--- src/rtl/rcfd_pkg.sv ---
// shared types and constants of the remote command failsafe decoder
`default_nettype none
package rcfd_pkg;

   localparam int COUNTER_WIDTH_DEFAULT = 16;
   localparam int PERIOD_WIDTH          = 16;
   localparam int CSR_INDEX_WIDTH       = 1;

   localparam logic [PERIOD_WIDTH-1:0] PERIOD_RESET = 16'd7812;

   // register indexes of the csr port
   localparam logic [CSR_INDEX_WIDTH-1:0] CSR_INSTRUCTOR_PERIOD = 1'b0;
   localparam logic [CSR_INDEX_WIDTH-1:0] CSR_STUDENT_PERIOD    = 1'b1;

   // item kinds
   localparam logic FUNC_TICK   = 1'b0;
   localparam logic FUNC_PACKET = 1'b1;

   localparam logic [5:0] PACKET_SIZE     = 6'd4;
   localparam logic [2:0] INSTRUCTOR_PIPE = 3'd0;
   localparam logic [2:0] STUDENT_PIPE    = 3'd1;

   // flag byte layout
   localparam int FLAG_ESTOP     = 0;
   localparam int FLAG_LIFT_LSB  = 1;
   localparam int FLAG_LIFT_MSB  = 2;
   localparam int FLAG_STU_LSB   = 3;
   localparam int FLAG_STU_MSB   = 6;

   typedef struct packed {
      logic              func;
      logic        [2:0] pipe;
      logic        [5:0] payload_size;
      logic        [7:0] flag_byte;
      logic signed [7:0] direction_byte;
      logic signed [7:0] speed_byte;
   } req_item_type;

   typedef struct packed {
      logic              estop_latched;
      logic              lift_up;
      logic              lift_down;
      logic signed [7:0] instructor_speed;
      logic signed [7:0] instructor_direction;
      logic        [3:0] student_buttons;
      logic signed [7:0] student_speed;
      logic signed [7:0] student_direction;
      logic              instructor_link_lost;
      logic        [1:0] timeouts_fired;
   } rsp_item_type;

   // stored packet: flags, direction, speed
   typedef struct packed {
      logic [7:0] speed;
      logic [7:0] direction;
      logic [7:0] flags;
   } packet_type;

   typedef struct packed {
      logic       lift_up;
      logic       lift_down;
      logic [7:0] speed;
      logic [7:0] direction;
   } instructor_type;

   typedef struct packed {
      logic [3:0] buttons;
      logic [7:0] speed;
      logic [7:0] direction;
   } student_type;

   // watchdog control from the top level
   typedef struct packed {
      logic tick;
      logic restart;
   } wd_ctrl_type;

endpackage
`default_nettype wire

--- src/rtl/rcfd_req_if.sv ---
// request channel interface
`default_nettype none
interface rcfd_req_if;
   import rcfd_pkg::*;
   logic         valid;
   logic         ready;
   req_item_type data;
   modport source (output valid, output data, input ready);
   modport sink (input valid, input data, output ready);
endinterface
`default_nettype wire

--- src/rtl/rcfd_rsp_if.sv ---
// response channel interface
`default_nettype none
interface rcfd_rsp_if;
   import rcfd_pkg::*;
   logic         valid;
   logic         ready;
   rsp_item_type data;
   modport source (output valid, output data, input ready);
   modport sink (input valid, input data, output ready);
endinterface
`default_nettype wire

--- src/rtl/rcfd_watchdog.sv ---
// link watchdog counter with wrap and fire
`default_nettype none
module rcfd_watchdog #(
   parameter int COUNTER_WIDTH = rcfd_pkg::COUNTER_WIDTH_DEFAULT
) (
   input  wire logic                              clock,
   input  wire logic                              reset,
   input  wire rcfd_pkg::wd_ctrl_type             ctrl,
   input  wire logic [rcfd_pkg::PERIOD_WIDTH-1:0] period,
   output logic                                   fire
);
   import rcfd_pkg::*;

   localparam int CMP_WIDTH = (COUNTER_WIDTH > PERIOD_WIDTH) ? COUNTER_WIDTH : PERIOD_WIDTH;

   logic [COUNTER_WIDTH-1:0] count_ff;
   logic [COUNTER_WIDTH-1:0] count_in;
   logic [CMP_WIDTH-1:0]     count_ext;
   logic [CMP_WIDTH-1:0]     period_ext;

   assign count_ext  = CMP_WIDTH'(count_ff);
   assign period_ext = CMP_WIDTH'(period);

   // fires on a tick when the count has reached the period
   assign fire = ctrl.tick && (count_ext >= period_ext);

   always_comb begin
      count_in = count_ff;
      if (ctrl.restart || fire) begin
         count_in = '0;
      end else if (ctrl.tick) begin
         count_in = count_ff + {{(COUNTER_WIDTH-1){1'b0}}, 1'b1};
      end
   end

   always_ff @(posedge clock) begin
      if (reset) begin
         count_ff <= '0;
      end else begin
         count_ff <= count_in;
      end
   end

endmodule
`default_nettype wire

--- src/rtl/remote_command_failsafe_decoder.sv ---
// top level of the remote command failsafe decoder
`default_nettype none
// Takes one item per clock: a timer tick or a received packet. Each accepted
// item updates the watchdogs, the stored packet and the command fields in the
// same cycle and loads one result into the output register, which shows the
// command state after that item; the result appears in the cycle after
// acceptance. The output register frees as it is taken, so the block accepts
// an item every cycle while the result side keeps up, and at most one result
// waits. Only 4-byte packets are stored; pipe 0 packets feed the instructor
// watchdog and fields, pipe 1 packets the student ones. An instructor timeout
// sets link-lost, which blocks all decoding until the next good pipe 0 packet.
// Estop is sticky until reset. The two timeout periods are to be written on the csr
// port while idle, which the block does not enforce; both reset to 7812 ticks.
module remote_command_failsafe_decoder #(
   parameter int COUNTER_WIDTH = rcfd_pkg::COUNTER_WIDTH_DEFAULT
) (
   input  wire logic                                 clock,
   input  wire logic                                 reset,
   rcfd_req_if.sink                                  req_ch,
   rcfd_rsp_if.source                                rsp_ch,
   input  wire logic                                 csr_we,
   input  wire logic [rcfd_pkg::CSR_INDEX_WIDTH-1:0] csr_index,
   input  wire logic [rcfd_pkg::PERIOD_WIDTH-1:0]    csr_wdata
);
   import rcfd_pkg::*;

   // timeout periods
   logic [PERIOD_WIDTH-1:0] ins_period_ff;
   logic [PERIOD_WIDTH-1:0] stu_period_ff;

   // decoder state
   logic           link_lost_ff,  link_lost_in;
   logic           estop_ff,      estop_in;
   packet_type     packet_ff,     packet_in;
   logic [2:0]     pipe_ff,       pipe_in;
   instructor_type ins_ff,        ins_in;
   student_type    stu_ff,        stu_in;

   // output register
   logic           rsp_valid_ff;
   rsp_item_type   rsp_data_ff,   rsp_data_in;

   logic           accept;
   logic           is_packet;
   logic           is_tick;
   logic           size_ok;
   logic           ins_fire;
   logic           stu_fire;
   wd_ctrl_type    ins_ctrl;
   wd_ctrl_type    stu_ctrl;

   // an item enters whenever the output register is empty or being emptied
   assign req_ch.ready = !rsp_valid_ff || rsp_ch.ready;
   assign accept       = req_ch.valid && req_ch.ready;

   assign is_packet = accept && (req_ch.data.func == FUNC_PACKET);
   assign is_tick   = accept && (req_ch.data.func == FUNC_TICK);
   assign size_ok   = req_ch.data.payload_size == PACKET_SIZE;

   assign ins_ctrl.tick    = is_tick;
   assign ins_ctrl.restart = is_packet && size_ok && (req_ch.data.pipe == INSTRUCTOR_PIPE);
   assign stu_ctrl.tick    = is_tick;
   assign stu_ctrl.restart = is_packet && size_ok && (req_ch.data.pipe == STUDENT_PIPE);

   rcfd_watchdog #(
      .COUNTER_WIDTH (COUNTER_WIDTH)
   ) u_ins_wd (
      .clock  (clock),
      .reset  (reset),
      .ctrl   (ins_ctrl),
      .period (ins_period_ff),
      .fire   (ins_fire)
   );

   rcfd_watchdog #(
      .COUNTER_WIDTH (COUNTER_WIDTH)
   ) u_stu_wd (
      .clock  (clock),
      .reset  (reset),
      .ctrl   (stu_ctrl),
      .period (stu_period_ff),
      .fire   (stu_fire)
   );

   // next state for one item
   always_comb begin
      link_lost_in = link_lost_ff;
      estop_in     = estop_ff;
      packet_in    = packet_ff;
      pipe_in      = pipe_ff;
      ins_in       = ins_ff;
      stu_in       = stu_ff;

      if (is_packet) begin
         // store a packet of the right size
         if (size_ok) begin
            packet_in.flags     = req_ch.data.flag_byte;
            packet_in.direction = req_ch.data.direction_byte;
            packet_in.speed     = req_ch.data.speed_byte;
            pipe_in             = req_ch.data.pipe;
            if (req_ch.data.pipe == INSTRUCTOR_PIPE) begin
               link_lost_in = 1'b0;
            end
         end
         // decode the last stored packet unless the link is lost
         if (!link_lost_in) begin
            if (packet_in.flags[FLAG_ESTOP]) begin
               estop_in = 1'b1;
            end
            if (pipe_in == INSTRUCTOR_PIPE) begin
               {ins_in.lift_down, ins_in.lift_up} =
                  packet_in.flags[FLAG_LIFT_MSB:FLAG_LIFT_LSB];
               ins_in.speed     = packet_in.speed;
               ins_in.direction = packet_in.direction;
            end
            if (pipe_in == STUDENT_PIPE) begin
               stu_in.buttons   = packet_in.flags[FLAG_STU_MSB:FLAG_STU_LSB];
               stu_in.speed     = packet_in.speed;
               stu_in.direction = packet_in.direction;
            end
         end
      end else begin
         // instructor timeout acts first
         if (ins_fire) begin
            link_lost_in = 1'b1;
            packet_in    = '0;
            pipe_in      = INSTRUCTOR_PIPE;
            ins_in       = '0;
            stu_in       = '0;
         end
         if (stu_fire) begin
            packet_in = '0;
            pipe_in   = STUDENT_PIPE;
            stu_in    = '0;
         end
      end
   end

   // result shows the state after the item
   always_comb begin
      rsp_data_in.estop_latched        = estop_in;
      rsp_data_in.lift_up              = ins_in.lift_up;
      rsp_data_in.lift_down            = ins_in.lift_down;
      rsp_data_in.instructor_speed     = ins_in.speed;
      rsp_data_in.instructor_direction = ins_in.direction;
      rsp_data_in.student_buttons      = stu_in.buttons;
      rsp_data_in.student_speed        = stu_in.speed;
      rsp_data_in.student_direction    = stu_in.direction;
      rsp_data_in.instructor_link_lost = link_lost_in;
      rsp_data_in.timeouts_fired       = {1'b0, ins_fire} + {1'b0, stu_fire};
   end

   // csr writes
   always_ff @(posedge clock) begin
      if (reset) begin
         ins_period_ff <= PERIOD_RESET;
         stu_period_ff <= PERIOD_RESET;
      end else if (csr_we) begin
         unique case (csr_index)
            CSR_INSTRUCTOR_PERIOD: ins_period_ff <= csr_wdata;
            CSR_STUDENT_PERIOD:    stu_period_ff <= csr_wdata;
            default: begin
            end
         endcase
      end
   end

   // decoder state
   always_ff @(posedge clock) begin
      if (reset) begin
         link_lost_ff <= 1'b0;
         estop_ff     <= 1'b0;
         packet_ff    <= '0;
         pipe_ff      <= '0;
         ins_ff       <= '0;
         stu_ff       <= '0;
      end else if (accept) begin
         link_lost_ff <= link_lost_in;
         estop_ff     <= estop_in;
         packet_ff    <= packet_in;
         pipe_ff      <= pipe_in;
         ins_ff       <= ins_in;
         stu_ff       <= stu_in;
      end
   end

   // output register
   always_ff @(posedge clock) begin
      if (reset) begin
         rsp_valid_ff <= 1'b0;
      end else if (accept) begin
         rsp_valid_ff <= 1'b1;
      end else if (rsp_ch.ready) begin
         rsp_valid_ff <= 1'b0;
      end
   end

   always_ff @(posedge clock) begin
      if (accept) begin
         rsp_data_ff <= rsp_data_in;
      end
   end

   assign rsp_ch.valid = rsp_valid_ff;
   assign rsp_ch.data  = rsp_data_ff;

endmodule
`default_nettype wire

--- src/flat_wrapper.sv ---
// flat-port wrapper written by rule: the top's interface ports become plain ports
module remote_command_failsafe_decoder_flat import rcfd_pkg::*;
#(
   parameter int COUNTER_WIDTH = rcfd_pkg::COUNTER_WIDTH_DEFAULT
)
  (clock, reset, csr_we, csr_index, csr_wdata, req_ch_valid, req_ch_data, req_ch_ready, rsp_ch_valid, rsp_ch_data, rsp_ch_ready);
  rcfd_req_if req_ch_i ();
  rcfd_rsp_if rsp_ch_i ();
  input  wire logic clock;
  input  wire logic reset;
  input  wire logic csr_we;
  input  wire logic [rcfd_pkg::CSR_INDEX_WIDTH-1:0] csr_index;
  input  wire logic [rcfd_pkg::PERIOD_WIDTH-1:0] csr_wdata;
  input wire logic [$bits(req_ch_i.valid)-1:0] req_ch_valid;
  input wire logic [$bits(req_ch_i.data)-1:0] req_ch_data;
  output wire logic [$bits(req_ch_i.ready)-1:0] req_ch_ready;
  output wire logic [$bits(rsp_ch_i.valid)-1:0] rsp_ch_valid;
  output wire logic [$bits(rsp_ch_i.data)-1:0] rsp_ch_data;
  input wire logic [$bits(rsp_ch_i.ready)-1:0] rsp_ch_ready;
  assign req_ch_i.valid = req_ch_valid;
  assign req_ch_i.data = req_ch_data;
  assign req_ch_ready = req_ch_i.ready;
  assign rsp_ch_valid = rsp_ch_i.valid;
  assign rsp_ch_data = rsp_ch_i.data;
  assign rsp_ch_i.ready = rsp_ch_ready;
  remote_command_failsafe_decoder #(.COUNTER_WIDTH(COUNTER_WIDTH)) u_core (.clock(clock), .reset(reset), .req_ch(req_ch_i), .rsp_ch(rsp_ch_i), .csr_we(csr_we), .csr_index(csr_index), .csr_wdata(csr_wdata));
endmodule
--- config.mk ---
export PLATFORM = sky130hd
export DESIGN_NAME = remote_command_failsafe_decoder_flat
export DESIGN_NICKNAME = d
export VERILOG_FILES = /design/src/rtl/rcfd_pkg.sv /design/src/rtl/rcfd_req_if.sv /design/src/rtl/rcfd_rsp_if.sv /design/src/rtl/rcfd_watchdog.sv /design/src/rtl/remote_command_failsafe_decoder.sv /design/src/flat_wrapper.sv
export SDC_FILE = /design/constraint.sdc
export NUM_CORES = 1
export LEC_CHECK = 0
export ABC_AREA = 1
export BUFFER_PORTS_ARGS = -buffer_cell sky130_fd_sc_hd__clkbuf_2
export CAP_MARGIN = 5
export CORE_MARGIN = 2
export CORE_UTILIZATION = 45
export CTS_CLUSTER_DIAMETER = 60
export CTS_CLUSTER_SIZE = 28
export DETAILED_ROUTE_END_ITERATION = 7
export PLACE_DENSITY = 0.69
export SLEW_MARGIN = 10
export SYNTH_ARGS = -nofsm -noshare
export SYNTH_HDL_FRONTEND = slang
export SYNTH_SLANG_ARGS = --single-unit
--- constraint.sdc ---
create_clock -name clock -period 3.3 [get_ports clock]
set_input_delay 0.165 -clock clock [delete_from_list [all_inputs] [get_ports clock]]
set_output_delay 0.165 -clock clock [all_outputs]
set_load 0.05 [all_outputs]
== Word-level counts from Yosys, hierarchy flattened ==
Cells that the tools add are included.

* Flip-flop bits (word level): 173
* Bits of input ports: 56
* Logic and storage cells: 88

* Add/sub/neg operators: 3
* $lt $le $gt $ge: 2
* Eq/ne operators: 3
* Multiplexer cells: 29
* Bitwise logic cells: 2
* Reduce and logical (&&, ||, !) cells: 21

{| class="wikitable"
|+ Operator list
! kind !! count
|-
| 24-bit 2-to-1 mux || 5
|-
| 20-bit 2-to-1 mux || 5
|-
| 18-bit 2-to-1 mux || 4
|-
| 16-bit by 1-bit adder with 16-bit output, second input constant || 2
|-
| 16-bit >= comparator || 2
|-
| 3-bit 2-to-1 mux || 5
|-
| 1-bit 2-to-1 mux || 10
|-
| 1-bit logical AND || 8
|-
| 3-bit by 1-bit == test with 1-bit output, second input constant || 2
|-
| 6-bit by 3-bit == test with 1-bit output, second input constant || 1
|-
| 3-bit zero test || 2
|-
| 2-bit AND reduction || 3
|-
| 2-bit OR reduction || 2
|-
| 1-bit logical OR || 3
|-
| 3-bit nonzero test || 1
|-
| 1-bit by 1-bit adder with 2-bit output || 1
|-
| 1-bit NOT || 2
|-
| 2-bit nonzero test || 1
|-
| 1-bit zero test || 1
|}

== Logic depth before layout (Yosys ltp) ==
Gate-level depths: netlist of the first run.

* Word-level depth: 9
* Depth in mapped cells: 19
* Mapped depth without buffers: 17

== Hierarchy ==
Synthesis of the first run repeated with hierarchy kept, for this count alone.

* Cells, all modules: 1126
* Area total of the unflattened synthesis: 8430.6 sq um

{| class="wikitable"
|+ Modules (own cells, without submodules)
! module !! times used !! cells each !! area an instance (sq um) !! seq. area each (sq um)
|-
| remote_command_failsafe_decoder || 1 || 788 || 6033.3 || 3243.1
|-
| rcfd_watchdog || 2 || 169 || 1198.6 || 320.3
|}

== Worst setup path after synthesis of the first run ==
Ideal clock, no wire load.

* Path kind: flip-flop to flip-flop
* Start: reg u_core.rsp_valid_ff (netlist: u_core.rsp_ch.valid)
* End: reg u_core.u_ins_wd.count_ff[15] (netlist: u_core.u_ins_wd.count_ext[15])
* Arrival time: 2.330 ns
* Slack: 0.849 ns
* Stages on the path, launching flop included: 11
* Path buffers: 0
* Clock period less this slack: 2.451 ns
* Path through: dfxtp_1 nand2_4 nand2_4 inv_2 nand2_2 nor2_4 nand3_1 nor2_1 nand3_1 xor2_1 nor2_1

* Word-level cells in the longest chain between the ends: 8

{| class="wikitable"
|+ RTL lines
! item !! line !! text
|-
| from (decl) || remote_command_failsafe_decoder.sv:40 || <nowiki>logic rsp_valid_ff;</nowiki>
|-
| from (signal assigned) || remote_command_failsafe_decoder.sv:190 || <nowiki>rsp_valid_ff <= 1'b0;</nowiki>
|-
| from (signal assigned) || remote_command_failsafe_decoder.sv:192 || <nowiki>rsp_valid_ff <= 1'b1;</nowiki>
|-
| from (signal assigned) || remote_command_failsafe_decoder.sv:194 || <nowiki>rsp_valid_ff <= 1'b0;</nowiki>
|-
| 1-bit zero test (*) || remote_command_failsafe_decoder.sv:53 || <nowiki>assign req_ch.ready = !rsp_valid_ff || rsp_ch.ready;</nowiki>
|-
| 1-bit logical OR (*) || remote_command_failsafe_decoder.sv:53 ||
|-
| named net req_ch_ready || flat_wrapper.sv:16 || <nowiki>output wire logic [$bits(req_ch_i.ready)-1:0] req_ch_ready;</nowiki>
|-
| 1-bit logical AND (*) || remote_command_failsafe_decoder.sv:54 || <nowiki>assign accept = req_ch.valid && req_ch.ready;</nowiki>
|-
| named net u_core.accept || remote_command_failsafe_decoder.sv:43 || <nowiki>logic accept;</nowiki>
|-
| 1-bit logical AND || remote_command_failsafe_decoder.sv:56 || <nowiki>assign is_packet = accept && (req_ch.data.func == FUNC_PACKET);</nowiki>
|-
| 1-bit logical AND (2 in series) || remote_command_failsafe_decoder.sv:61 || <nowiki>assign ins_ctrl.restart = is_packet && size_ok && (req_ch.data.pipe == INSTRUCTOR_PIPE);</nowiki>
|-
| 1-bit logical OR || rcfd_watchdog.sv:29 || <nowiki>if (ctrl.restart || fire) begin</nowiki>
|-
| 2-bit OR reduction (no source line) || -- ||
|-
| to (signal assigned) || rcfd_watchdog.sv:40 || <nowiki>count_ff <= count_in;</nowiki>
|-
| to (decl) || rcfd_watchdog.sv:16 || <nowiki>logic [COUNTER_WIDTH-1:0] count_ff;</nowiki>
|}

The timed path passes the listed nets; every way through them passes the cells marked *.
A chain may end at the register's enable or synchronous reset.

== Final worst setup path of the first run ==
* Start: reg u_core.u_stu_wd.count_ff[11] (netlist: u_core.u_stu_wd.count_ext[11])
* End: reg u_core.packet_ff[22] (netlist name)

* Word-level cells in the longest chain between the ends: 4

{| class="wikitable"
|+ RTL lines
! item !! line !! text
|-
| from (decl) || rcfd_watchdog.sv:16 ||
|-
| from (signal assigned) || rcfd_watchdog.sv:40 ||
|-
| 16-bit >= comparator (*) || rcfd_watchdog.sv:25 || <nowiki>assign fire = ctrl.tick && (count_ext >= period_ext);</nowiki>
|-
| 1-bit logical AND (*) || rcfd_watchdog.sv:25 ||
|-
| 3-bit nonzero test (no source line) / 24-bit 2-to-1 mux (equally long branches) || -- ||
|-
| 2-bit AND reduction (no source line) / 24-bit 2-to-1 mux (equally long branches) || -- ||
|-
| to (signal assigned) || remote_command_failsafe_decoder.sv:180 || <nowiki>packet_ff <= packet_in;</nowiki>
|-
| to (decl) || remote_command_failsafe_decoder.sv:34 || <nowiki>packet_type packet_ff, packet_in;</nowiki>
|}

Every way passes the cells marked *; elsewhere a longest branch is shown, timed or not.

==> metrics.txt, run 1 <==
status=finished, final reports clean; vias in the first global route=6862; Power Density=489.4 nW/µm²; Hold/Removal Path Class=in -> reg; I/O pin total=100; Peak VDD IR=0.3439 mV; crit path launch type=flip-flop; Fin Setup TNS=0 ns; async set or reset register ratio after synthesis=0%; Clock Path Buffers=2; Num Clock Sinks=173; routed length per instance=14.24 µm; 1st-pass router iterations=6; register bit total from synthesis=173; Synth Net Count=1202; critical path data required time=3.58 ns; H-tree depth=4; Max Slew Vio Count=0; Worst Skew=0.008272 ns; die width=142.2 µm; max_cap viols=0; CTS clock-pin slew for the worst setup and hold paths=0.07 ns; # port buffers=98; GRT Util Overall=20.99%; Avg Cell Area, Syn=7.738 µm²; synth cell count leaders=nand2_1 (250), inv_1 (150), dfxtp_1 (131); critical path cell sequence=ha_1, nand2_1, inv_1, nand3_1, nor3_1, nand2_1, nand3_1, nand2_1, ha_1, a21oi_1, inv_2, nand2_1, a21oi_1; worst slew pin tran=0.9559 ns; wirelength, routed=20450 µm; CTS tree=built; Filler Cell Count=1746; Final Cell Area=9809 µm²; DRT antenna net count=0; Via density=5.159; Synth Flop Type=dfxtp_1; Setup violations, final=0; Most common cell on crit path=nand2_1; Remaining DRCs=0; DIE AREA=20210 µm²; CP Data Arrival Time=2.77 ns; fmax=401.8 MHz; routability cong.=0.8514; Core Footprint=18710 µm²; final worst path period share=75.42%; synthesis-to-finish area growth=14.20%; crit path kind=reg -> reg; sequential share of the synthesized area=45.21%; Synth area leader=dfxtp_1; RSZ-0062 raised after global routing=no; Lkg Pwr=4.774 nW; synthesized instance count=1110; initial antenna violation count=0; Ys Warns=0; synth top area cells=dfxtp_1 (31%), edfxtp_1 (15%), nand2_1 (11%), inv_1 (6.6%), ha_1 (5.2%); worst rel slew slack=36.21%; final layout net count=1281; largest net degree at the start of global routing=67; DR iter-0 viols=598; worst hold slack=0.04104 ns; worst-path fanout max=25; total vias in the final route=7409; layout cells sized above 1=16.06%; library cells used by synthesis=41; Die Ht=142.2 µm; crit-path max cell delay=0.37 ns; total power=4.801 mW; first-pass GRT wire length=33900 µm; clk_lat worst skew=0.43 ns; post-CTS setup buffers=0; Synth top area share=30.53%; Period minus WS final=2.489 ns; Crit-path slowest cell=dfxtp_1; row count=50; crit end category=flip-flop; synthesized area=8589 µm²; most common cell in the netlist=nand2_1; Final Hold Fails=0; Detail Placement HPWL=13880 µm; root buf cell=clkbuf_16; Post-synth EDFFs=42; Inserted Clock Buffers=17; antenna fix cells=0; GR Overflow Total=0; initial cell density of the core=45.92%; placed instance area=9191 µm²
-- cell type report --
class / count / area [µm²] / area share (%)
Timing Repair Buffer: 115 / 635.6 / 6.480
Clock buffer: 20 / 461.7 / 4.707
Tap cell: 234 / 292.8 / 2.985
Clock inverter: 12 / 86.33 / 0.8801
Sequential cell: 173 / 3884 / 39.59
Multi-Input combinational cell: 726 / 3864 / 39.39
Inverter: 156 / 585.6 / 5.969
-- stage by stage --
step                setup slack [ns]  util [%]  std cells
global placement              0.8743     49.14       1397
CTS                           0.7937     52.44       1436
finish                        0.8113     52.44       1436
floorplan                     0.8487         -       1110
detailed placement            0.8208     49.14       1397
global route                  0.6043     52.44       1436
-- what timing repair did --
item | 4_1_cts | 5_1_grt
endpoints found under the hold margin | 12 | 0
resized for setup | 0 | 0
setup endpoints to repair | 0 | 0
hold buffers | 7 | 0
-- worst paths after layout --
path                                 startpoint                      end  slack, ns  depth (start not counted)
setup / recovery  u_core.u_stu_wd.count_ext[11]     u_core.packet_ff[22]       0.81                         13
hold reg to reg         u_core.stu_period_ff[6]  u_core.stu_period_ff[6]       0.46                          2
hold / removal                     rsp_ch_ready      u_core.rsp_ch.valid       0.04                          4
setup reg to reg  u_core.u_stu_wd.count_ext[11]     u_core.packet_ff[22]       0.81                         13
-- logic make-up (layout without fill, tap and decap cells) --
group                      count (synthesis)  in the layout  synth area share, %
buffers and inverters                    211            303                9.862
xor gates and xnor gates                  26             26                2.651
AOI/OAI and AO/OA                        147            147                9.221
muxes                                      3              3               0.3642
adders and majority gates                 36             36                5.244
DFF                                      173            173                45.21
and+or+nand+nor                          514            514                27.44
-- placed cells by master, fill, tap and decap left out, types with 3 or more instances in the layout --
cell type,Yosys,routed
a21oi_1,81,81
buf_4,1,10
clkbuf_16,0,18
clkbuf_2,0,98
clkinv_2,0,3
clkinv_4,0,3
dfxtp_1,131,131
dlygate4sd3_1,0,7
edfxtp_1,42,42
ha_1,36,36
inv_1,150,150
inv_2,6,6
nand2_1,250,250
nand2_2,4,4
nand3_1,73,73
nand4_1,51,51
nor2_1,74,74
nor2_4,3,4
nor3_1,8,8
o211ai_1,12,12
o21ai_0,29,29
o21ai_1,16,16
or2_1,9,9
or2_2,30,30
xnor2_1,8,8
xor2_1,18,18
-- state kept, by name, indices dropped and copies added, names as in the netlist --
| name | count |
|---|---|
| u_core.stu_ff | 20 |
| u_core.ins_ff | 18 |
| u_core.rsp_ch.valid | 1 |
| u_core.u_ins_wd.count_ext | 16 |
| u_core.pipe_ff | 3 |
| u_core.ins_period_ff | 16 |
| u_core.estop_ff | 1 |
| u_core.u_stu_wd.count_ext | 16 |
| u_core.rsp_ch.data | 42 |
| u_core.link_lost_ff | 1 |
| u_core.packet_ff | 23 |
| u_core.stu_period_ff | 16 |
-- worst max-delay path: cells and delay by family, from the launching register on --
family,cells,cell delay (ns)
AOI/OAI and AO/OA,2,0.37
adders and majority gates,2,0.53
buffers and inverters,2,0.34
DFF,1,0.37
and+or+nand+nor,7,0.72
-- per-layer routing --
| layer | global-route usage [%] | up-vias | share of wire [%] |
|---|---|---|---|
| met5 | 0 | - | 0 |
| met4 | 6.737 | 0 | 2.2 |
| met3 | 4.610 | 37 | 5.4 |
| met2 | 32.14 | 206 | 45 |
| met1 | 29.56 | 3421 | 47 |
| li1 | - | 3745 | - |
-- where the power goes --
group	internal [mW]	total (mW)	leakage (nW)	switching, mW
Sequential	2.27	2.30	1.49	0.0333
Clock	1.02	1.89	0.270	0.868
Combinational	0.175	0.610	3.01	0.436
Total	3.46	4.80	4.77	1.34
(Power assumes the default switching activity.)
==> run 2, diff against run 1 <==
Settings changed: PLACE_DENSITY 0.69 to 0.72.
Clock period 3.3 ns to 2.1 ns, I/O delays scaled along.
==> run 2 against run 1 <==
Net effect:
- the flow now finishes with violations (negative setup slack)
- sequential share of layout area fell by 3.9 points
- wire length rose by 6.2%
- die area did not move
- clock power rose by 69%
- fmax rose by 17%
- count of clock-buffer cells in the layout fell by 2
- global-route usage rose by 0.27 points
==> metrics.txt, run 2 (same netlist as run 1, synthesis figures left out) <==
Num Clock Sinks=173; fmax=468.6 MHz; CTS tree=built; # port buffers=98; critical path data required time=2.39 ns; initial cell density of the core=45.92%; crit path kind=reg -> reg; status=finished with violations; layout cells sized above 1=26.18%; placed cell count=1455; busiest metal layer after global routing=met2; RSZ-0062 raised after global routing=yes; H-tree depth=4; WP buf/inv=3; DR iter-0 viols=602; Most common cell on crit path=nand2_1; largest net degree at the start of global routing=67; DRT antenna net count=0; worst slew pin tran=0.8515 ns; CP Data Arrival Time=2.42 ns; max_cap viols=0; routability cong.=0.8529; root buf cell=clkbuf_16; Setup violations, final=21; Largest register FFs=42; Lkg Pwr=5.304 nW; crit end category=flip-flop; Period minus WS final=2.134 ns; clk_lat worst skew=0.44 ns; area taken by flip-flops and latches=3890 µm²; M1 GR Usage=30.40%; area of the multi-input gates=4269 µm²; antenna fix cells=0; first-pass GRT wire length=34290 µm; row count=50; final worst path period share=101.6%; Power Density=723.9 nW/µm²; Worst Skew=0.009536 ns; Filler Cell Count=1592; Fin Setup TNS=-0.3294 ns; Die Ht=142.2 µm; worst hold slack=0.01529 ns; Worst path top cell family by delay=simple AND/OR/NAND/NOR gates; failing checks=negative setup slack; Core Footprint=18710 µm²; Remaining DRCs=0; GR Overflow Total=0; die width=142.2 µm; vias in the first global route=7001; initial antenna violation count=0; Final Hold Fails=0; most frequent cells in the layout=nand2_1 (220), inv_1 (145), dfxtp_1 (126); grt met3 use=3.533%; crit path launch type=flip-flop; Clock Path Buffers=2; Via density=5.160; worst-path fanout max=6; critical path cell sequence=inv_1, ha_1, nand2_1, nor2_1, nor2_1, nand2_1, nand2_1, nand3_1, nand2_2, ha_4, a21oi_4, inv_4, clkbuf_16, nand2_4, a21oi_2; Peak VDD IR=0.7035 mV; GRT met2 Usage=32.57%; Detail Placement HPWL=14440 µm; Crit-path slowest cell=dfxtp_1; Inserted Clock Buffers=17; 1st-pass router iterations=7; total vias in the final route=7771; non-filler cells, final=1506; wirelength, routed=21720 µm; CTS clock-pin slew for the worst setup and hold paths=0.07 ns; I/O pin total=100; placed instance area=9713 µm²; Hold/Removal Path Class=in -> reg; synthesis-to-finish area growth=26.98%; crit-path max cell delay=0.32 ns; DIE AREA=20210 µm²; final worst setup slack=-0.03410 ns; worst rel slew slack=43.23%; Final Cell Area=10910 µm²; GRT Util Overall=21.25%; Max Slew Vio Count=0; routed length per instance=14.42 µm; final layout net count=1351; commonest non-fill, non-tap cell in the layout=nand2_1
## run 2: metrics by stage
| step | total power [mW] | setup slack, ns | util (%) |
|---|---|---|---|
| floorplan | 4.381 | 0.01168 | - |
| global placement | 4.664 | -0.02609 | 51.93 |
| detailed placement | 4.685 | -0.07024 | 51.93 |
| CTS | 7.869 | 0.01154 | 55.95 |
| global route | 8.163 | -0.1565 | 58.31 |
| finish | 7.895 | -0.03410 | 58.31 |
## run 2: where the power goes
group | switching, mW | total, mW | internal [mW] | leakage [nW]
registers | 0.0530 | 3.62 | 3.57 | 1.49
clock network | 1.42 | 3.19 | 1.78 | 0.287
logic | 0.735 | 1.08 | 0.347 | 3.53
## run 2: worst reg2reg max path, stage by stage (launching register included)
cell and delay (ns):
dfxtp_1 0.32, inv_1 0.06, ha_1 0.29, nand2_1 0.09
nor2_1 0.11, nor2_1 0.05, nand2_1 0.08, nand2_1 0.05
nand3_1 0.10, nand2_2 0.10, ha_4 0.20, a21oi_4 0.16
inv_4 0.09, clkbuf_16 0.18, nand2_4 0.06, a21oi_2 0.05
## run 2: per-layer routing
metal	vias up	wire [µm]	share of wire (%)
met1	3597	10150	47
li1	3903	-	-
met3	36	1059	4.9
met5	-	0	0
met4	0	468	2.2
met2	235	10040	46
## run 2: final timing paths
path                                               start                       end  slack, ns  cells past startpoint
worst max-delay path             u_core.stu_period_ff[7]      u_core.packet_ff[15]      -0.03                     15
worst max register to register   u_core.stu_period_ff[7]      u_core.packet_ff[15]      -0.03                     15
worst min-delay path                       csr_wdata[13]  u_core.stu_period_ff[13]       0.02                      3
worst min register to register  u_core.stu_period_ff[13]  u_core.stu_period_ff[13]       0.47                      2
## run 2: cell type report
type / count / area share (%)
inverters: 156 / 5.415
repair buffers: 185 / 11.72
well taps: 234 / 2.684
multi-input cells: 726 / 39.14
clock buffers: 18 / 3.935
clock inverters: 14 / 1.434
flip-flops and latches: 173 / 35.67
## run 2: repair_timing
action | in CTS | in global routing
endpoints found under the setup margin | 71 | 89
buffers inserted | 1 | 1
pin swaps | 2 | 27
endpoints found under the hold margin | 19 | 0
hold buffers | 12 | 0
cloned | 1 | 4
gates resized for setup | 9 | 90
==> run 3, diff against run 2 <==
Settings changed: RECOVER_POWER set to 25, SYNTH_HIERARCHICAL set to 1, TNS_END_PERCENT set to 10.
==> run 3 against run 2 <==
Net effect:
- the flow still finishes with violations (negative setup slack)
- die area is 1.8% lower
- first-iteration DRC count is 13% higher
- count of clock-buffer cells in the layout is 1 higher
- synthesized area is 1.8% lower
- final area is 1.8% higher
- critical path type unchanged
- largest power group unchanged
- highest routed layer unchanged
==> metrics.txt, run 3 <==
status=finished with violations; failing checks=negative setup slack; most frequent cells in the layout=nand2_1 (223), nor2_1 (145), inv_1 (140); final layout net count=1382; I/O pin total=100; total vias in the final route=7871; placed cell count=1470; Final Hold Fails=0; library cells used by synthesis=37; max_cap viols=0; clk_lat worst skew=0.43 ns; Clock Path Buffers=2; Largest register FFs=42; Die Ht=140.9 µm; final worst path period share=114.5%; clock share of power=39.6%; Synth Flop Type=dfxtp_1; synthesized area=8431 µm²; non-filler cells, final=1538; Ys Warns=6; Synth top area share=31.11%; CP Data Arrival Time=2.72 ns; busiest metal layer after global routing=met2; total power=7.790 mW; critical path cell sequence=inv_2, ha_4, buf_6, nand4_1, nor3_4, nand2_2, nand2_2, nand2_2, inv_2, or2_4, nor2_4, buf_6, nor2_4, clkinv_4, clkbuf_16, nand2_1, a21oi_2; Synth area leader=dfxtp_1; final worst setup slack=-0.3046 ns; fmax=415.9 MHz; routed length per instance=14.63 µm; worst rel slew slack=45.67%; root buf cell=clkbuf_16; GR Overflow Total=0; crit path kind=reg -> reg; Setup violations, final=67; row count=50; Via density=5.118; worst-path fanout max=8; Detail Placement HPWL=13530 µm; H-tree depth=4; critical path data required time=2.41 ns; most common cell in the netlist=nand2_1; Avg Cell Area, Syn=7.487 µm²; combinational share of power=13.7%; Period minus WS final=2.405 ns; Crit-path slowest cell=dfxtp_2; Most common cell on crit path=nand2_2; largest net degree at the start of global routing=70; Peak VDD IR=0.5928 mV; Lkg Pwr=5.027 nW; M1 GR Usage=27.38%; sequential share of the synthesized area=46.07%; die width=140.9 µm; DIE AREA=19850 µm²; Reg power frac=46.7%; CTS tree=built; Hold/Removal Path Class=in -> reg; GRT met2 Usage=32.30%; crit end category=flip-flop; Remaining DRCs=0; 1st-pass router iterations=6; initial cell density of the core=45.53%; Post-synth EDFFs=42; # port buffers=98; vias in the first global route=7059; grt met3 use=4.925%; async set or reset register ratio after synthesis=0%; commonest non-fill, non-tap cell in the layout=nand2_1; synthesis-to-finish area growth=31.75%; crit path launch type=flip-flop; Synth Net Count=1217; Max Slew Vio Count=0; synth top area cells=dfxtp_1 (31%), edfxtp_1 (15%), nand2_1 (11%), inv_1 (7.0%), nor2_1 (6.7%); Power Density=701.3 nW/µm²; worst slew pin tran=0.8141 ns; GRT Util Overall=20.86%; initial antenna violation count=0; Core Footprint=18520 µm²; synthesized instance count=1126; Worst path top cell family by delay=simple AND/OR/NAND/NOR gates; wirelength, routed=22510 µm; first-pass GRT wire length=33320 µm; DR iter-0 viols=681; crit-path max cell delay=0.36 ns; Worst Skew=0.01276 ns; register bit total from synthesis=173; CTS clock-pin slew for the worst setup and hold paths=0.07 ns; antenna fix cells=0; synth cell count leaders=nand2_1 (249), inv_1 (157), nor2_1 (151); Cell Int Power=5.614 mW; RSZ-0062 raised after global routing=yes; switch share=27.92%; switching pwr=2.175 mW; WP buf/inv=6; Num Clock Sinks=173; layout cells sized above 1=28.45%; routability cong.=0.8472; DRT antenna net count=0; Inserted Clock Buffers=17
-- run 3: final timing paths --
check                               start  cells past startpoint                       end  slack, ns
setup / recovery  u_core/stu_period_ff[9]                     17      u_core/packet_ff[19]      -0.30
hold / removal                  csr_index                      4  u_core/ins_period_ff[11]       0.07
setup reg to reg  u_core/stu_period_ff[9]                     17      u_core/packet_ff[19]      -0.30
hold reg to reg           u_core/estop_ff                      2           u_core/estop_ff       0.46
-- run 3: routing by layer --
layer / vias to the layer above / part of all wire [%] / wire length, µm
met4: 0 / 4.4 / 988
met5: - / 0 / 0
met2: 239 / 46 / 10400
li1: 3910 / - / -
met1: 3646 / 44 / 9947
met3: 76 / 5.2 / 1169
-- run 3: cell type report --
| cell class | count | area, µm² |
|---|---|---|
| inverters | 161 | 616.8 |
| clock inverters | 13 | 123.9 |
| clock buffers | 19 | 442.9 |
| multi-input cells | 746 | 4295 |
| flip-flops and latches | 173 | 3914 |
| fillers | 1537 | 7411 |
| repair buffers | 192 | 1421 |
| well taps | 234 | 292.8 |
-- run 3: cell families (layout without fill, tap and decap cells) --
kind of cell,after synthesis,count (layout),synth area share [%]
simple gates,546,546,27.95
buf+inv,207,385,9.573
flops,173,173,46.07
compound gates,139,139,8.489
fa+ha+maj,35,35,5.194
xor+xnor,24,24,2.493
mux,2,2,0.2375
-- run 3: through the flow --
stage	cell area (µm²)	setup WS [ns]	TNS (ns)	util, %	hold slack (ns)
2_1_floorplan	8446	-0.008317	-0.1161	-	0.2182
3_3_place_gp	9538	-0.3176	-16.47	51.51	0.3320
5_1_grt	11110	-0.3884	-22.96	59.98	0.08866
6_report	11110	-0.3046	-15.34	59.98	0.06808
3_5_place_dp	9538	-0.3619	-18.82	51.51	0.3320
4_1_cts	10600	-0.2063	-9.312	57.22	0.01077
-- run 3: power by group through the flow --
stage	combinational [mW]	sequential, mW	clock, mW
6_report	1.07	3.63	3.08
5_1_grt	1.16	3.65	3.25
4_1_cts	0.965	3.62	3.10
3_5_place_dp	0.882	3.69	0
3_3_place_gp	0.869	3.69	0
2_1_floorplan	0.429	3.87	0
-- run 3: worst reg2reg max path, stage by stage (launching register included) --
cell and delay [ns]:
dfxtp_2 0.36, inv_2 0.06, ha_4 0.27, buf_6 0.09, nand4_1 0.11, nor3_4 0.19
nand2_2 0.09, nand2_2 0.09, nand2_2 0.07, inv_2 0.06, or2_4 0.12, nor2_4 0.05
buf_6 0.11, nor2_4 0.11, clkinv_4 0.16, clkbuf_16 0.21, nand2_1 0.08, a21oi_2 0.05
-- run 3: timing repair --
action | 4_1_cts | 5_1_grt
cloned | 0 | 6
pin swaps | 35 | 15
endpoints found under the hold margin | 33 | 0
setup endpoints to repair | 88 | 105
hold buffers | 18 | 0
setup buffers | 10 | 2
resized for setup | 88 | 99
